--- src/rtl/kq_pkg.sv ---
package kq_pkg;

   // cipher constants
   localparam int unsigned ROUND_COUNT      = 528;
   localparam int unsigned ROUNDS_PER_STAGE = 8;
   localparam int unsigned WORD_WIDTH       = 32;
   localparam int unsigned KEY_WIDTH        = 32;
   localparam logic [31:0] NLF_TABLE        = 32'h3A5C_742E;

   // command carried with each word
   typedef enum logic {
      CMD_ENCRYPT = 1'b0,
      CMD_DECRYPT = 1'b1
   } kq_cmd_type;

   // one word moving down the round pipeline
   typedef struct packed {
      logic                    valid;
      kq_cmd_type              cmd;
      logic [WORD_WIDTH-1:0]   data;
   } kq_item_type;

   // nonlinear feedback function: bit idx of the NLF constant
   function automatic logic nlf_bit(input logic [4:0] idx);
      nlf_bit = NLF_TABLE[idx];
   endfunction

endpackage

--- src/rtl/kq_stage.sv ---
// One pipeline stage: a group of consecutive rounds, then a register.
module kq_stage #(
   parameter int unsigned ROUNDS_PER_STAGE = kq_pkg::ROUNDS_PER_STAGE,
   parameter int unsigned FIRST_ROUND      = 0
) (
   input  logic                           clock,
   input  logic                           reset,
   input  logic                           en,
   input  logic [kq_pkg::KEY_WIDTH-1:0]   half_key,
   input  kq_pkg::kq_item_type            in_item,
   output kq_pkg::kq_item_type            out_item
);

   logic                            valid_ff;
   kq_pkg::kq_cmd_type              cmd_ff;
   logic [kq_pkg::WORD_WIDTH-1:0]   data_ff;
   logic [kq_pkg::WORD_WIDTH-1:0]   data_in;

   // rounds of this stage; key bit index wraps mod 32 (key halves repeat)
   always_comb begin
      logic [kq_pkg::WORD_WIDTH-1:0] x;
      logic [4:0]                    idx;
      logic [4:0]                    kidx;
      logic                          nb;
      x = in_item.data;
      for (int j = 0; j < int'(ROUNDS_PER_STAGE); j++) begin
         unique case (in_item.cmd)
            kq_pkg::CMD_DECRYPT: begin
               idx  = {x[30], x[25], x[19], x[8], x[0]};
               kidx = 5'(15 - int'(FIRST_ROUND) - j);
               nb   = x[31] ^ x[15] ^ kq_pkg::nlf_bit(idx) ^ half_key[kidx];
               x    = {x[30:0], nb};
            end
            default: begin
               idx  = {x[31], x[26], x[20], x[9], x[1]};
               kidx = 5'(int'(FIRST_ROUND) + j);
               nb   = x[0] ^ x[16] ^ kq_pkg::nlf_bit(idx) ^ half_key[kidx];
               x    = {nb, x[31:1]};
            end
         endcase
      end
      data_in = x;
   end

   // valid bit
   always_ff @(posedge clock) begin
      if (reset) begin
         valid_ff <= 1'b0;
      end else if (en) begin
         valid_ff <= in_item.valid;
      end
   end

   // payload
   always_ff @(posedge clock) begin
      if (en) begin
         cmd_ff  <= in_item.cmd;
         data_ff <= data_in;
      end
   end

   assign out_item.valid = valid_ff;
   assign out_item.cmd   = cmd_ff;
   assign out_item.data  = data_ff;

endmodule
--- config.mk ---
export PLATFORM = sky130hd
export DESIGN_NAME = kq_stage
export DESIGN_NICKNAME = d
export VERILOG_FILES = /design/src/rtl/kq_pkg.sv /design/src/rtl/kq_stage.sv
export SDC_FILE = /design/constraint.sdc
export NUM_CORES = 1
export LEC_CHECK = 0
export ABC_AREA = 1
export BUFFER_PORTS_ARGS = -buffer_cell sky130_fd_sc_hd__buf_2
export CAP_MARGIN = 20
export CORE_ASPECT_RATIO = 1.4
export CORE_MARGIN = 2
export CORE_UTILIZATION = 30
export DETAILED_ROUTE_END_ITERATION = 8
export REMOVE_ABC_BUFFERS = 1
export SLEW_MARGIN = 0
export SYNTH_ARGS = -nofsm -noshare
export SYNTH_HDL_FRONTEND = slang
export SYNTH_SLANG_ARGS = --single-unit
--- constraint.sdc ---
create_clock -name clock -period 9.3 [get_ports clock]
set_input_delay 1.86 -clock clock [delete_from_list [all_inputs] [get_ports clock]]
set_output_delay 1.86 -clock clock [all_outputs]
set_load 0.01 [all_outputs]
Word level (Yosys, flattened, before mapping) --
Memory sizes are Yosys's and may differ from the RTL's. Index checks and enable logic that the tools add are counted.
Cells by class: add/subtract/negate cells 0, multipliers 0, divide/modulo/power cells 0, order comparisons 16, equal/unequal tests 0, shifts and indexed selects 0, muxes and demuxes 24, bitwise operators 48, reduce and logical (&&, ||, !) cells 0
Operator list (count):
- $mux W32 | 8
- $lt A5 B6 Y1 const B | 16
- $xor A1 B1 Y1 | 48
- $mux W1 | 16
Storage, ports and cells: flip-flop bits (word level) 34, latch bits 0, RAM bits 0, bits in read-only memories 512, memories 16
Memories:
- (no name shown) | depth 32, width 1, rd ports 1, clocked after Yosys merged registers in 0, wr ports 0, line kq_pkg.sv:25 | nlf_bit = NLF_TABLE[idx];
- (no name shown) | depth 32, width 1, rd ports 1, clocked after Yosys merged registers in 0, wr ports 0, line kq_pkg.sv:25
- (no name shown) | depth 32, width 1, rd ports 1, clocked after Yosys merged registers in 0, wr ports 0, line kq_pkg.sv:25
- (no name shown) | depth 32, width 1, rd ports 1, clocked after Yosys merged registers in 0, wr ports 0, line kq_pkg.sv:25
- (no name shown) | depth 32, width 1, rd ports 1, clocked after Yosys merged registers in 0, wr ports 0, line kq_pkg.sv:25
- (no name shown) | depth 32, width 1, rd ports 1, clocked after Yosys merged registers in 0, wr ports 0, line kq_pkg.sv:25
- +10 memories

Logic depth before layout (Yosys ltp) --
word-level depth 40, gate-level depth with buffers 58, mapped depth without buffers 58

Worst setup path before layout --
OpenSTA, ideal clock, no wires.
path type in2reg, from input in_item[20] (netlist name), to register data_ff[0] (netlist name) (data pin), arrival 5.772 ns, setup slack 3.275 ns, cell stages on the path 45, cell sequence or2_2 nand2_1 nand2_1 nand2_1 nand3_2 nand2_1 nand2_1 nand2_1 nand3_1 nand3_2 nand2_2 nand2_1 nand2_1 xor2_1 nand2_1 nand2_2 nand2_1 o21ai_2 (+9 left out) nand2_2 xor2_1 and2_1 o21ai_2 nand2_2 or2_0 nand2_1 inv_1 nand2_2 nand3_2 nand2_2 nand2_1 nand2_1 nand3_2 nand2_1 nand2_1 nand3_1 nand2_1
On the way: longest elaborated chain between the ends 39, elaborated cells on any way between the ends 76, those cells by class mux: 22; bitwise: 40; memory: 14
Ends and longest elaborated chain:
- from (decl) | line kq_stage.sv:10 | input kq_pkg::kq_item_type in_item,
- $mem_v2 Z32 W1
- $mux W1 (implied by the code) | line kq_pkg.sv:25
- $xor A1 B1 Y1 (2 in series) | line kq_stage.sv:37 | nb = x[0] ^ x[16] ^ kq_pkg::nlf_bit(idx) ^ half_key[kidx];
- $mux W32 (*) | line kq_stage.sv:27 | unique case (in_item.cmd)
- $mem_v2 Z32 W1 / $xor A1 B1 Y1 (equally long branches)
- $mux W1 (implied by the code) / $xor A1 B1 Y1 (equally long branches) | line kq_pkg.sv:25, kq_stage.sv:31
- $xor A1 B1 Y1, on equally long branches | line kq_stage.sv:37, kq_stage.sv:31
- $xor A1 B1 Y1 / $mux W32 (equally long branches) | line kq_stage.sv:37, kq_stage.sv:27
- (+22 left out)
- $mux W1 (implied by the code) / $xor A1 B1 Y1 (equally long branches) | line kq_pkg.sv:25, kq_stage.sv:31
- $xor A1 B1 Y1, on equally long branches | line kq_stage.sv:37, kq_stage.sv:31
- $xor A1 B1 Y1 / $mux W32 (equally long branches) | line kq_stage.sv:37, kq_stage.sv:27
- $mux W32 (*) | line kq_stage.sv:27
- $xor A1 B1 Y1 / $mux W1 (equally long branches) | line kq_stage.sv:31, kq_pkg.sv:25
- $xor A1 B1 Y1 (2 in series) | line kq_stage.sv:31 | nb = x[31] ^ x[15] ^ kq_pkg::nlf_bit(idx) ^ half_key[kidx];
- $mux W32 (*) | line kq_stage.sv:27
- named net data_in (one bit) | line kq_stage.sv:17 | logic [kq_pkg::WORD_WIDTH-1:0] data_in;
- to (signal assigned) | line kq_stage.sv:58 | data_ff <= data_in;
- to (decl) | line kq_stage.sv:16 | logic [kq_pkg::WORD_WIDTH-1:0] data_ff;
Mark *: on every way through the listed nets, which the timed path passes. The rest lies on a longest branch. The select of a mux whose other input is x is not followed. A chain may end at the register's enable or synchronous reset.

Final worst setup path --
from input in_item[32] (netlist name), to register data_ff[0] (netlist name) (data pin)
On the way: longest elaborated chain between the ends 36, elaborated cells on any way between the ends 73, those cells by class mux: 21; bitwise: 39; memory: 13
Ends and longest elaborated chain (line):
- $mux W32 | kq_stage.sv:27
- $mem_v2 Z32 W1
- $mux W1 (implied by the code) | kq_pkg.sv:25
- $xor A1 B1 Y1 (2 in series) | kq_stage.sv:31
- $mux W32 | kq_stage.sv:27
- $mem_v2 Z32 W1
- $mux W1 (implied by the code) | kq_pkg.sv:25
- $xor A1 B1 Y1 (2 in series) | kq_stage.sv:31
- (+17 left out)
- $mux W1 (implied by the code) | kq_pkg.sv:25
- $xor A1 B1 Y1 (2 in series) | kq_stage.sv:31
- $mux W32 | kq_stage.sv:27
- $mem_v2 Z32 W1
- $mux W1 (implied by the code) | kq_pkg.sv:25
- $xor A1 B1 Y1 (2 in series) | kq_stage.sv:31
- $mux W32 (*) | kq_stage.sv:27
- named net data_in (one bit) | kq_stage.sv:17
Marks and branches as above.

==> impl_results.md <==
- Result of the run: finished clean
- Dominant cell by count in the synthesized netlist: nand2_1
- Largest area contributor in the synthesized netlist: edfxtp_1
- Compound-Gate Fraction of Synth Area: between 8 and 9%
- Max Root-Sink Buffers: 2
- Post-detailed-route wirelength per cell: roughly 14 um
- Synthesized-area fraction occupied by adder cells: 0%
- Category of the worst setup path launch point: input port
- Pwr/cell area: between 100 and 150 nW/um^2
- Final number of hold-violating endpoints: 0
- Worst max-slew margin expressed relative to the limit: a little under half
- Proportion of register bits with asynchronous set or reset after synthesis: 0%
- TritonCTS Sinks: 34
- Via count of the first global-routing pass: between 4000 and 5000
- Warning count from the yosys run: 0
- Required time reported for the critical path endpoint: around 9300 ps
- Post-Synthesis Cells: approximately 670
- Worst setup skew after layout: 0 ps
- Global routing usage summed across all routing layers: about a fifth
- Proportion of synthesized chip area in sequential cells: roughly a quarter
- Crit path buf inv count: 6
- Post-Place Setup Slack: between 1500 and 2000 ps
- Number of flops mapped to enable cells by yosys: 33
- Sum of net half-perimeters after detailed placement: 10700 um
- Total Negative Setup Slacks: 0 ps
- Gpl congestion: 0.960
- Leading post-synthesis cells by instance count: nand2_1, nor2_1, inv_1, nand3_1, edfxtp_1
- Combinational fraction of design power: a little under half
- Number of vias per cell after detailed routing: roughly 4.7
- Worst slew pin tran: between 800 and 900 ps
- Post-CTS Setup Inserts: 0
- Minimum clock period after layout: about 7100 ps
- Post-synthesis average cell area: between 5 and 6 sq um
- Main synth FF type: edfxtp_1
- Clock edge transition at the registers on the reported setup and hold paths: ~50 ps
- Remaining number of nets flagged by the antenna check after routing: 0
- Start point of the critical path: in_item[32]
- Delay contributed by the slowest stage of the critical path: approximately 380 ps
- Multiplexer share of the synthesized area: 0.254%
- Relative area change from synthesis to final layout: 18.3%
- Top area cells in the synthesized netlist: edfxtp_1, nand2_1, nor2_1
- Largest family of logic cells by synthesized area: simple AND/OR/NAND/NOR gates
- Count of placed standard cells including taps: around 900
- Number of storage elements in the synthesis netlist: 34
- Number of top-level design ports: between 100 and 150
- Drt first pass iters: 4
- Number of max-cap violations: 0
- Fillers: around 1400
- Cell Count, Final, Fillers Out: just over 900
- Clock latency of the later-clocked register in the worst-skew pair: 280 ps
- CP max-delay cell: inv_2
- CTS-repair resized insts: 0
- Area fraction of the dominant cell type after synthesis: between 20% and 30%
- Sequential cell fraction of total power: 28.7%
- Detailed Route WL: between 10000 and 15000 um
- LEAKAGE: between 2 and 3 nW
- Die X-Extent: ~100 um
- 1st-iter DRT viols: approximately 170
- Cell Rows: 49
- Die footprint: ~14000 sq um
- Wire length of the first global-routing pass: just over 20000 um
- Detailed-route DRC error count: 0
- Most frequent cell on the critical path: nand2_1
- Hold Crit Start: valid_ff$_SDFFE_PP0P_
- Initial antenna violation count: 1
- Sort of element at the end of the critical path: flip-flop
- Timing-limited maximum frequency: approximately 0.14 GHz
- Unrepaired setup endpoints after global routing: no
- # port buffers: 86
- Initial core utilization: 30.7%
- Maximum number of pins on one net before global-route repair: 38
- Fin nets: 822
- Post-route core utilization: between 30% and 40%
- Synthesized-area fraction occupied by xor and xnor cells: under 10%
- Internal portion of total power: 0.402 mW
- Reg2Reg Launch Point: valid_ff$_SDFFE_PP0P_
- Die Y-Extent: approximately 140 um
- Path type of the worst min-delay path: flip-flop to flip-flop
- Total vias in the final route: about 4300
- Core Area: between 10000 and 15000 sq um
- Clock tree from TritonCTS: built
- Hold_buf cts: 0
- Clock share of power: about a quarter
- Post-synthesis cell area: approximately 3900 sq um
- IR Drop Worst-Case VDD: a little over 0.07 mV
- Final cycle utilization of the critical path: 76.4%
- Fin worst setup slack: 2190 ps
- Sw Share: roughly 40%
- Congestion Overflow GR: 0
- Root cell of the clock tree: clkbuf_16
- H-tree depth: 2
- Critical path data arrival time: between 7000 and 8000 ps
- Fraction of final layout cells sized beyond drive strength 1: roughly a fifth
- Post-Synth Simple-Gate Area: 48.2%
- Critical-path maximum fanout: 26
- Final-report setup violation count: 0
- Number of buffers created by CTS: 5
- Fin. max-slew vios: 0
- Cell variety after synth: 36
- Switching power total: between 0.2 and 0.3 mW
- Critical path class: input port to flip-flop
- Family with the most delay on the worst path: simple AND/OR/NAND/NOR gates
placed cells by master (no fill, tap or decap):
cell type / n
nand2_1: 175
nor2_1: 150
inv_1: 98
buf_2: 86
nand3_1: 55
edfxtp_1: 33
o21ai_0: 25
xor2_1: 16
nand3_2: 15
nand2_2: 12
o211ai_1: 10
inv_2: 9
a21oi_1: 9
or2_2: 7
nand3b_1: 6
xnor2_1: 6
clkbuf_16: 5
o21ai_1: 4
buf_4: 4
nand4_1: 3
or2_1: 3
clkinv_1: 3
nor3_1: 2
nor2_2: 2
o21a_1: 2
o21ai_2: 2
a211o_1: 2
diode_2: 1
a21boi_0: 1
o21bai_1: 1
o31ai_1: 1
a21o_1: 1
nand4_2: 1
and2_1: 1
a31oi_1: 1
or2_0: 1
mux2i_1: 1
dfxtp_1: 1
power by group through the flow:
stage               Sequential (mW)  Combinational [mW]  Clock [mW]
floorplan                     0.210               0.218           0
global placement              0.199               0.322           0
detailed placement            0.199               0.325           0
CTS                           0.196               0.326       0.167
global route                  0.198               0.371       0.172
finish                        0.196               0.324       0.163
registers in the layout, summed over array words and instances (netlist names):
signal and cells:
valid_ff 1, cmd_ff 1, data_ff 32
worst reg2reg max path, delay by kind of cell, from the launching register on:
family | cells | cell delay, ps
simple gates | 1 | 50
mux | 1 | 120
flops | 1 | 300
routing by layer:
layer  vias up  global-route usage (%)  share of wire (%)
li1       2267                       -                  -
met3        38                    1.86                4.2
met4         0                    12.3                5.5
met2       121                    33.5                 52
met1      1884                    21.2                 39
met5         -                       0                  0
metrics by stage:
stage          cell area, sq um  hold slack, ps  total power, mW
2_1_floorplan              3860             528            0.428
3_3_place_gp               4510             471            0.521
3_5_place_dp               4510             476            0.525
4_1_cts                    4650             488            0.689
5_1_grt                    4650             534            0.741
6_report                   4650             481            0.683
cell type report:
cell class / instances / area, sq um / area share [%]
multi-input combinational: 515 / 2450 / 52.6
sequential: 34 / 1010 / 21.7
timing repair buffer: 90 / 460 / 9.90
inverter: 107 / 402 / 8.63
tap: 153 / 191 / 4.12
clock buffer: 5 / 125 / 2.69
clock inverter: 3 / 11.3 / 0.242
antenna: 1 / 2.50 / 0.0538
worst paths after layout:
kind | to | slack [ps] | cells past startpoint
setup / recovery | data_ff[0]$_DFFE_PP_ | 2190 | 45
hold / removal | valid_ff$_SDFFE_PP0P_ | 480 | 2
setup reg to reg | valid_ff$_SDFFE_PP0P_ | 8730 | 2
hold reg to reg | valid_ff$_SDFFE_PP0P_ | 480 | 2
cells by family (layout without fill, tap and decap cells):
group,count (synthesis),count (layout)
buf+inv,119,205
xor+xnor,22,22
flops,34,34
other cells,0,1
compound gates,59,59
mux,1,1
simple gates,433,433
Note: power is estimated with default switching activity, not from simulation.
